==> src/rtl/frs_pkg.sv <==
`default_nettype none
// ----------------------------------------------------------------------------
// frs_pkg
// Shared types and constants for the Fenwick rank/select counter: operation
// codes, sequencer states and the fixed widths of counts and word fields.
// ----------------------------------------------------------------------------
package frs_pkg;

    // width of one partial count and of every sum (kept modulo 256)
    localparam int CNT_W = 8;
    // width of the position, rank and answer fields
    localparam int POS_W = 8;

    // operation codes carried by an input word
    typedef enum logic [1:0] {
        OP_UPDATE = 2'd0,
        OP_QUERY  = 2'd1,
        OP_SELECT = 2'd2,
        OP_NONE   = 2'd3
    } frs_op_t;

    // sequencer states
    typedef enum logic [2:0] {
        ST_CLEAR,
        ST_IDLE,
        ST_UPD,
        ST_SUM,
        ST_DESC
    } frs_state_t;

endpackage

`default_nettype wire

==> src/rtl/frs_ram.sv <==
`default_nettype none
// ----------------------------------------------------------------------------
// frs_ram
// Simple dual-port count memory: one write port, one read port, registered
// read data. Contents are undefined until written.
// ----------------------------------------------------------------------------
module frs_ram
    import frs_pkg::*;
#(
    parameter int DEPTH = 128,
    parameter int AW    = $clog2(DEPTH)
)
(
    input  wire logic             clk,
    input  wire logic             we,
    input  wire logic [AW-1:0]    waddr,
    input  wire logic [CNT_W-1:0] wdata,
    input  wire logic [AW-1:0]    raddr,
    output logic      [CNT_W-1:0] rdata
);

    logic [CNT_W-1:0] mem [DEPTH];

    // write port
    always_ff @(posedge clk)
    begin
        if (we)
        begin
            mem[waddr] <= wdata;
        end
    end

    // registered read port
    always_ff @(posedge clk)
    begin
        rdata <= mem[raddr];
    end

endmodule

`default_nettype wire

==> src/rtl/frs_seq.sv <==
`default_nettype none
// ----------------------------------------------------------------------------
// frs_seq
// Tree walk sequencer: clears the count memory after reset, then walks the
// Fenwick tree one node per cycle for update (read-modify-write upward),
// prefix sum (read downward) and select (total walk, then binary descent).
// ----------------------------------------------------------------------------
module frs_seq
    import frs_pkg::*;
#(
    parameter int SIZE = 128,
    parameter int IW   = $clog2(SIZE)
)
(
    input  wire logic             clk,
    input  wire logic             rst_n,
    // command side
    input  wire logic             start,
    output logic                  busy,
    input  wire logic [1:0]       operation,
    input  wire logic [POS_W-1:0] position,
    input  wire logic [1:0]       delta,
    input  wire logic [POS_W-1:0] rank,
    // result side
    output logic                  done,
    output logic      [POS_W-1:0] answer,
    output logic                  miss,
    // count memory
    output logic                  mem_we,
    output logic      [IW-1:0]    mem_waddr,
    output logic      [CNT_W-1:0] mem_wdata,
    output logic      [IW-1:0]    mem_raddr,
    input  wire logic [CNT_W-1:0] mem_rdata
);

    // node numbers reach up to twice SIZE during an update walk
    localparam int NW  = IW + 2;
    // highest power of two not above SIZE, first step of the descent
    localparam int TOP = 2 ** ($clog2(SIZE + 1) - 1);

    localparam logic [NW-1:0] SIZE_N = NW'(SIZE);
    localparam logic [NW-1:0] TOP_N  = NW'(TOP);
    localparam logic [NW-1:0] ONE_N  = NW'(1);

    frs_state_t       state_reg,  state_next;
    frs_op_t          op_reg,     op_next;
    logic [NW-1:0]    node_reg,   node_next;
    logic [NW-1:0]    cur_reg,    cur_next;
    logic [NW-1:0]    step_reg,   step_next;
    logic [CNT_W-1:0] sum_reg,    sum_next;
    logic [CNT_W-1:0] left_reg,   left_next;
    logic [CNT_W-1:0] amt_reg,    amt_next;
    logic [POS_W-1:0] rank_reg,   rank_next;
    logic             valid_reg,  valid_next;
    logic [IW-1:0]    clr_reg,    clr_next;
    logic             done_reg,   done_next;
    logic [POS_W-1:0] answer_reg, answer_next;
    logic             miss_reg,   miss_next;

    logic [NW-1:0]    low_bit;

    // lowest set bit of the current node
    assign low_bit = node_reg & (~node_reg + ONE_N);

    // control registers
    always_ff @(posedge clk or negedge rst_n)
    begin
        if (!rst_n)
        begin
            state_reg <= ST_CLEAR;
            clr_reg   <= '0;
            done_reg  <= 1'b0;
            valid_reg <= 1'b0;
        end
        else
        begin
            state_reg <= state_next;
            clr_reg   <= clr_next;
            done_reg  <= done_next;
            valid_reg <= valid_next;
        end
    end

    // payload registers
    always_ff @(posedge clk)
    begin
        op_reg     <= op_next;
        node_reg   <= node_next;
        cur_reg    <= cur_next;
        step_reg   <= step_next;
        sum_reg    <= sum_next;
        left_reg   <= left_next;
        amt_reg    <= amt_next;
        rank_reg   <= rank_next;
        answer_reg <= answer_next;
        miss_reg   <= miss_next;
    end

    // next state, memory control and result
    always_comb
    begin
        logic [NW-1:0]    nxt;
        logic [NW-1:0]    qpos;
        logic [CNT_W-1:0] s;
        logic [NW-1:0]    c;
        logic [CNT_W-1:0] l;
        logic [NW-1:0]    st;

        state_next  = state_reg;
        op_next     = op_reg;
        node_next   = node_reg;
        cur_next    = cur_reg;
        step_next   = step_reg;
        sum_next    = sum_reg;
        left_next   = left_reg;
        amt_next    = amt_reg;
        rank_next   = rank_reg;
        valid_next  = valid_reg;
        clr_next    = clr_reg;
        done_next   = 1'b0;
        answer_next = answer_reg;
        miss_next   = miss_reg;
        mem_we      = 1'b0;
        mem_waddr   = '0;
        mem_wdata   = '0;
        mem_raddr   = '0;
        nxt         = '0;
        qpos        = '0;
        s           = '0;
        c           = '0;
        l           = '0;
        st          = '0;

        case (state_reg)
            // zero one entry per cycle after reset
            ST_CLEAR:
            begin
                mem_we    = 1'b1;
                mem_waddr = clr_reg;
                mem_wdata = '0;
                clr_next  = clr_reg + IW'(1);
                if (clr_reg == IW'(SIZE - 1))
                begin
                    state_next = ST_IDLE;
                end
            end

            // take a command word and issue the first read, or answer at once without a walk
            ST_IDLE:
            begin
                if (start)
                begin
                    op_next   = frs_op_t'(operation);
                    amt_next  = {{(CNT_W - 2){delta[1]}}, delta};
                    rank_next = rank;
                    sum_next  = '0;
                    case (frs_op_t'(operation))
                        OP_UPDATE:
                        begin
                            if (position == '0 || int'(position) > SIZE)
                            begin
                                done_next   = 1'b1;
                                answer_next = '0;
                                miss_next   = 1'b0;
                            end
                            else
                            begin
                                node_next  = NW'(position);
                                mem_raddr  = IW'(position - POS_W'(1));
                                state_next = ST_UPD;
                            end
                        end
                        OP_QUERY:
                        begin
                            qpos = (int'(position) > SIZE) ? SIZE_N : NW'(position);
                            if (position == '0)
                            begin
                                done_next   = 1'b1;
                                answer_next = '0;
                                miss_next   = 1'b0;
                            end
                            else
                            begin
                                node_next  = qpos;
                                mem_raddr  = IW'(qpos - ONE_N);
                                state_next = ST_SUM;
                            end
                        end
                        OP_SELECT:
                        begin
                            node_next  = SIZE_N;
                            mem_raddr  = IW'(SIZE - 1);
                            state_next = ST_SUM;
                        end
                        default:
                        begin
                            done_next   = 1'b1;
                            answer_next = '0;
                            miss_next   = 1'b0;
                        end
                    endcase
                end
            end

            // upward walk: write back this node, read the next one
            ST_UPD:
            begin
                mem_we    = 1'b1;
                mem_waddr = IW'(node_reg - ONE_N);
                mem_wdata = mem_rdata + amt_reg;
                nxt       = node_reg + low_bit;
                if (nxt <= SIZE_N)
                begin
                    node_next = nxt;
                    mem_raddr = IW'(nxt - ONE_N);
                end
                else
                begin
                    done_next   = 1'b1;
                    answer_next = '0;
                    miss_next   = 1'b0;
                    state_next  = ST_IDLE;
                end
            end

            // downward walk accumulating the prefix sum
            ST_SUM:
            begin
                s   = sum_reg + mem_rdata;
                nxt = node_reg - low_bit;
                if (nxt != '0)
                begin
                    sum_next  = s;
                    node_next = nxt;
                    mem_raddr = IW'(nxt - ONE_N);
                end
                else if (op_reg == OP_QUERY)
                begin
                    done_next   = 1'b1;
                    answer_next = POS_W'(s);
                    miss_next   = 1'b0;
                    state_next  = ST_IDLE;
                end
                else if (rank_reg == '0 || rank_reg > POS_W'(s))
                begin
                    done_next   = 1'b1;
                    answer_next = '0;
                    miss_next   = 1'b1;
                    state_next  = ST_IDLE;
                end
                else
                begin
                    cur_next   = '0;
                    step_next  = TOP_N;
                    left_next  = CNT_W'(rank_reg);
                    node_next  = TOP_N;
                    mem_raddr  = IW'(TOP - 1);
                    valid_next = 1'b1;
                    state_next = ST_DESC;
                end
            end

            // binary descent, one step per cycle
            ST_DESC:
            begin
                c = cur_reg;
                l = left_reg;
                if (valid_reg && mem_rdata < left_reg)
                begin
                    c = node_reg;
                    l = left_reg - mem_rdata;
                end
                st = step_reg >> 1;
                if (st == '0)
                begin
                    done_next  = 1'b1;
                    valid_next = 1'b0;
                    state_next = ST_IDLE;
                    if (c == SIZE_N)
                    begin
                        answer_next = '0;
                        miss_next   = 1'b1;
                    end
                    else
                    begin
                        answer_next = POS_W'(c + ONE_N);
                        miss_next   = 1'b0;
                    end
                end
                else
                begin
                    nxt        = c + st;
                    valid_next = (nxt <= SIZE_N);
                    mem_raddr  = IW'(nxt - ONE_N);
                    node_next  = nxt;
                    cur_next   = c;
                    left_next  = l;
                    step_next  = st;
                end
            end

            default:
            begin
                state_next = ST_IDLE;
            end
        endcase
    end

    assign busy   = (state_reg != ST_IDLE);
    assign done   = done_reg;
    assign answer = answer_reg;
    assign miss   = miss_reg;

endmodule

`default_nettype wire

==> src/rtl/fenwick_rank_select_core.sv <==
`default_nettype none
// ----------------------------------------------------------------------------
// fenwick_rank_select_core
// Order-statistic counter over SIZE positions kept as a Fenwick tree of
// 8-bit partial counts in one synchronous memory.
// ----------------------------------------------------------------------------
// A command word is taken when start is high and busy is low; every command
// gives exactly one result, shown for one cycle with done high, and the
// receiver must take it then. After reset the block is busy while it zeroes
// the count memory. The memory's single read port sets the pace: the walk
// reads one tree node at a time. An update or prefix query visits at most
// log2(SIZE)+1 nodes, so 8 for SIZE=128, and its result is registered from
// the last node; out-of-range updates, zero queries and the unused code
// answer at once without a walk. A select first sums the root path of SIZE
// (one node per set bit of SIZE) and then descends one level per cycle
// (log2 of the largest power of two within SIZE, plus one, levels). Counts
// and sums wrap modulo 256.
// ----------------------------------------------------------------------------
module fenwick_rank_select_core
    import frs_pkg::*;
#(
    parameter int SIZE = 128
)
(
    input  wire logic             clk,
    input  wire logic             rst_n,
    input  wire logic             start,
    output logic                  busy,
    input  wire logic [1:0]       operation,
    input  wire logic [POS_W-1:0] position,
    input  wire logic [1:0]       delta,
    input  wire logic [POS_W-1:0] rank,
    output logic                  done,
    output logic      [POS_W-1:0] answer,
    output logic                  miss
);

    localparam int IW = $clog2(SIZE);

    logic             mem_we;
    logic [IW-1:0]    mem_waddr;
    logic [CNT_W-1:0] mem_wdata;
    logic [IW-1:0]    mem_raddr;
    logic [CNT_W-1:0] mem_rdata;

    // tree walk sequencer
    frs_seq #(
        .SIZE (SIZE),
        .IW   (IW)
    ) u_seq (
        .clk       (clk),
        .rst_n     (rst_n),
        .start     (start),
        .busy      (busy),
        .operation (operation),
        .position  (position),
        .delta     (delta),
        .rank      (rank),
        .done      (done),
        .answer    (answer),
        .miss      (miss),
        .mem_we    (mem_we),
        .mem_waddr (mem_waddr),
        .mem_wdata (mem_wdata),
        .mem_raddr (mem_raddr),
        .mem_rdata (mem_rdata)
    );

    // partial count memory
    frs_ram #(
        .DEPTH (SIZE),
        .AW    (IW)
    ) u_ram (
        .clk   (clk),
        .we    (mem_we),
        .waddr (mem_waddr),
        .wdata (mem_wdata),
        .raddr (mem_raddr),
        .rdata (mem_rdata)
    );

endmodule

`default_nettype wire

==> config.mk <==
export PLATFORM = sky130hd
export DESIGN_NAME = fenwick_rank_select_core
export DESIGN_NICKNAME = d
export VERILOG_FILES = /design/src/rtl/frs_pkg.sv /design/src/rtl/frs_ram.sv /design/src/rtl/frs_seq.sv /design/src/rtl/fenwick_rank_select_core.sv
export SDC_FILE = /design/constraint.sdc
export NUM_CORES = 2
export LEC_CHECK = 0
export BUFFER_PORTS_ARGS = -buffer_cell sky130_fd_sc_hd__buf_2
export CORE_MARGIN = 4
export CORE_UTILIZATION = 40
export CTS_BUF_LIST = sky130_fd_sc_hd__clkbuf_4 sky130_fd_sc_hd__clkbuf_8 sky130_fd_sc_hd__clkbuf_16
export CTS_CLUSTER_DIAMETER = 120
export CTS_CLUSTER_SIZE = 14
export DETAILED_ROUTE_END_ITERATION = 6
export MAX_ROUTING_LAYER = met4
export PLACE_DENSITY = 0.6
export RECOVER_POWER = 50
export SLEW_MARGIN = 25
export SYNTH_ARGS = -nofsm -noshare
export SYNTH_HDL_FRONTEND = slang
export SYNTH_HIERARCHICAL = 1
export SYNTH_SLANG_ARGS = --single-unit
==> constraint.sdc <==
create_clock -name clk -period 6.7 [get_ports clk]
set_input_delay 1.675 -clock clk [delete_from_list [all_inputs] [get_ports clk]]
set_output_delay 1.675 -clock clk [all_outputs]
set_load 0.005 [all_outputs]
==> run summary <==
H-Tree Depth - 3
Vias in the first global route - 24200
Buffers on Ports - 33
Seq/Total Area, Yosys - 0.712
Fin crit period - 6.41 ns
Slew HR - -1.38
Remaining antenna violation count - 0
Via count of the routed design - 24000
Crit Path Category - flop to flop
Post-synth EDFFs - 1086
Min-delay worst type - flop to flop
Final worst setup slack - 0.291 ns
Initial antenna violation count - 1
Final HPWL DP - 74500 um
Dpl ws - 0.0728 ns
Fmax - 0.156 GHz
Cts bufs inserted - 88
DRC violations left - 0
Synth async-reset ratio - 0.0108
Crit path max fanout - 41
Avg Cell Area, Syn - 19.4 um2
DR WL/cell - 27.9 um
CTS tree - yes
Peak supply drop - 0.000228 V
Core area - 115000 um2
Drt via density - 5.89
Yosys warnings - 6
Worst skew pair latency - 0.67 ns
Clock skew - 0.0274 ns
Fillers - 9741
Drt first pass iters - 7
Worst-Margin Slew - 3.57 ns
Distinct cell type count after synthesis - 86
Final Power - 24.0 mW
Synthesis-stage register bit count - 1106
Final Core Density - 0.451
Synth Cell Area - 46500 um2
Grt ovf - 0
Required time of the critical path - 7.23 ns
Global Route Usage Sum - 0.192
Setup TNS - 0 ns
Failing checks - max-capacitance violations, max-slew violations
RD Place Congestion - 0.900
Area of the multi-input gates - 12800 um2
Clock tree buffer depth - 3
Total leakage power - 16.3 nW
Critical path arrival - 6.94 ns
Starting Density - 0.405
Die height - 349 um
Clock Pin Slew Worst Setup and Hold Paths - 0.07 ns
Share of cells above drive strength 1 - 0.244
First-pass GRT wire length - 169000 um
Cells after synthesis - 2397
Largest net degree at the start of global routing - 97
Commonest register cell after synthesis - edfxtp_1
Final count of pins violating max slew - 785
P per Cell Area - 464 nW/um2
Max reg flops - 1024
Final worst path period share - 0.957
Final hold slack - 0.525 ns
Status - complete, but fails checks
Rows - 124
Routed WL - 114000 um
Initial DRC Count - 2475
Setup violations, final - 0
Register area - 33100 um2
Syn_nets - 2483
Total die area - 122000 um2
CP startpoint kind - flop
Post-CTS Resized - 0
Nets - 2602
Clock Sinks - 1106
Total setup buffers inserted after CTS - 0
Die span in x - 349 um
Final hold violation count - 0
Post-CTS Hold Buffers - 0
CP Capture Type - flop
RSZ-0062 raised after global routing - no
Ports - 34
Layout area overhead - 11.3%
Max-cap violations - 14
Root Buffer Master - clkbuf_16
[worst paths after layout]
kind	from	endpoint	slack [ns]	cells after the start
setup / recovery	u_ram/rdata[5]	u_ram/rdata[0]	0.29	21
hold / removal	u_seq/clr_reg[5]	u_seq/clr_reg[5]	0.53	1
setup reg to reg	u_ram/rdata[5]	u_ram/rdata[0]	0.29	21
hold reg to reg	u_seq/clr_reg[5]	u_seq/clr_reg[5]	0.53	1
max in group asynchronous	rst_n	u_seq/clr_reg[1]	5.14	1
min in group asynchronous	rst_n	u_seq/done	1.05	1
[where the power goes]
group | internal [mW] | switching, mW
combinational | 4.49 | 5.90
sequential | 8.49 | 0.270
clock | 2.56 | 2.32
total | 15.5 | 8.48
[cells in the mapped netlist (21+ instances only)]
cell type     n  share of area
nor3_1       24         0.0026
xnor2_1      39         0.0073
nor2_1      194          0.016
edfxtp_1   1086           0.70
mux4_2      336           0.16
nand2_1      86         0.0069
clkbuf_1     62         0.0050
nand3_1      34         0.0037
o21ai_0      38         0.0041
ha_1         59          0.016
inv_1        46         0.0037
a21oi_1      33         0.0036
buf_1        21         0.0017
[placed cells by master, fill, tap and decap left out, types with 33 or more instances in the layout]
master     netlist  final
a21oi_1         33     33
buf_4           12     65
clkbuf_16        0     90
edfxtp_1      1086   1086
ha_1            59     59
inv_1           46     46
mux4_2         336    336
nand2_1         86     86
nor2_1         194    191
o21ai_0         38     36
xnor2_1         39     39
[kinds of logic after synthesis]
logic type / synth area share
fa+ha+maj: 0.0178
xor+xnor: 0.0111
buf+inv: 0.0158
simple gates: 0.0451
compound gates: 0.0297
flops: 0.712
mux: 0.169
[metal layers]
layer,GRT usage,up-vias,wire length (um)
li1,-,10000,-
met1,0.271,12900,48600
met2,0.302,903,55300
met3,0.0266,154,7070
met4,0.0430,0,2610
met5,-,-,0
[cell type report]
class | instances | area share
clock buffer | 119 | 0.0477
sequential | 1106 | 0.639
clock inverter | 5 | 0.00155
timing repair buffer | 148 | 0.0239
tap | 1512 | 0.0366
antenna | 2 | 0.0000967
inverter | 48 | 0.00348
multi-input combinational | 1124 | 0.247
[worst max-delay path, stage by stage (launching register included)]
cell	delay, ns
dfxtp_1	0.48
inv_1	0.09
ha_1	0.36
a21oi_1	0.16
o21ai_0	0.18
or2_2	0.37
o21ai_2	0.20
clkbuf_1	0.49
mux2i_1	0.30
inv_1	0.11
ha_1	0.37
xor2_1	0.26
nand2_1	0.11
a32oi_2	0.33
o221ai_4	0.17
buf_12	0.22
buf_12	0.21
buf_4	0.22
mux4_2	0.31
mux4_2	0.52
mux4_2	0.47
mux2_2	0.32
[through the flow]
stage	cells	cell area (um2)
after floorplan	2397	46500
after global placement	3935	49300
after detailed placement	3937	49300
after CTS	4061	51800
after global routing	4062	51700
final	4064	51700
(Power assumes the default switching activity.)
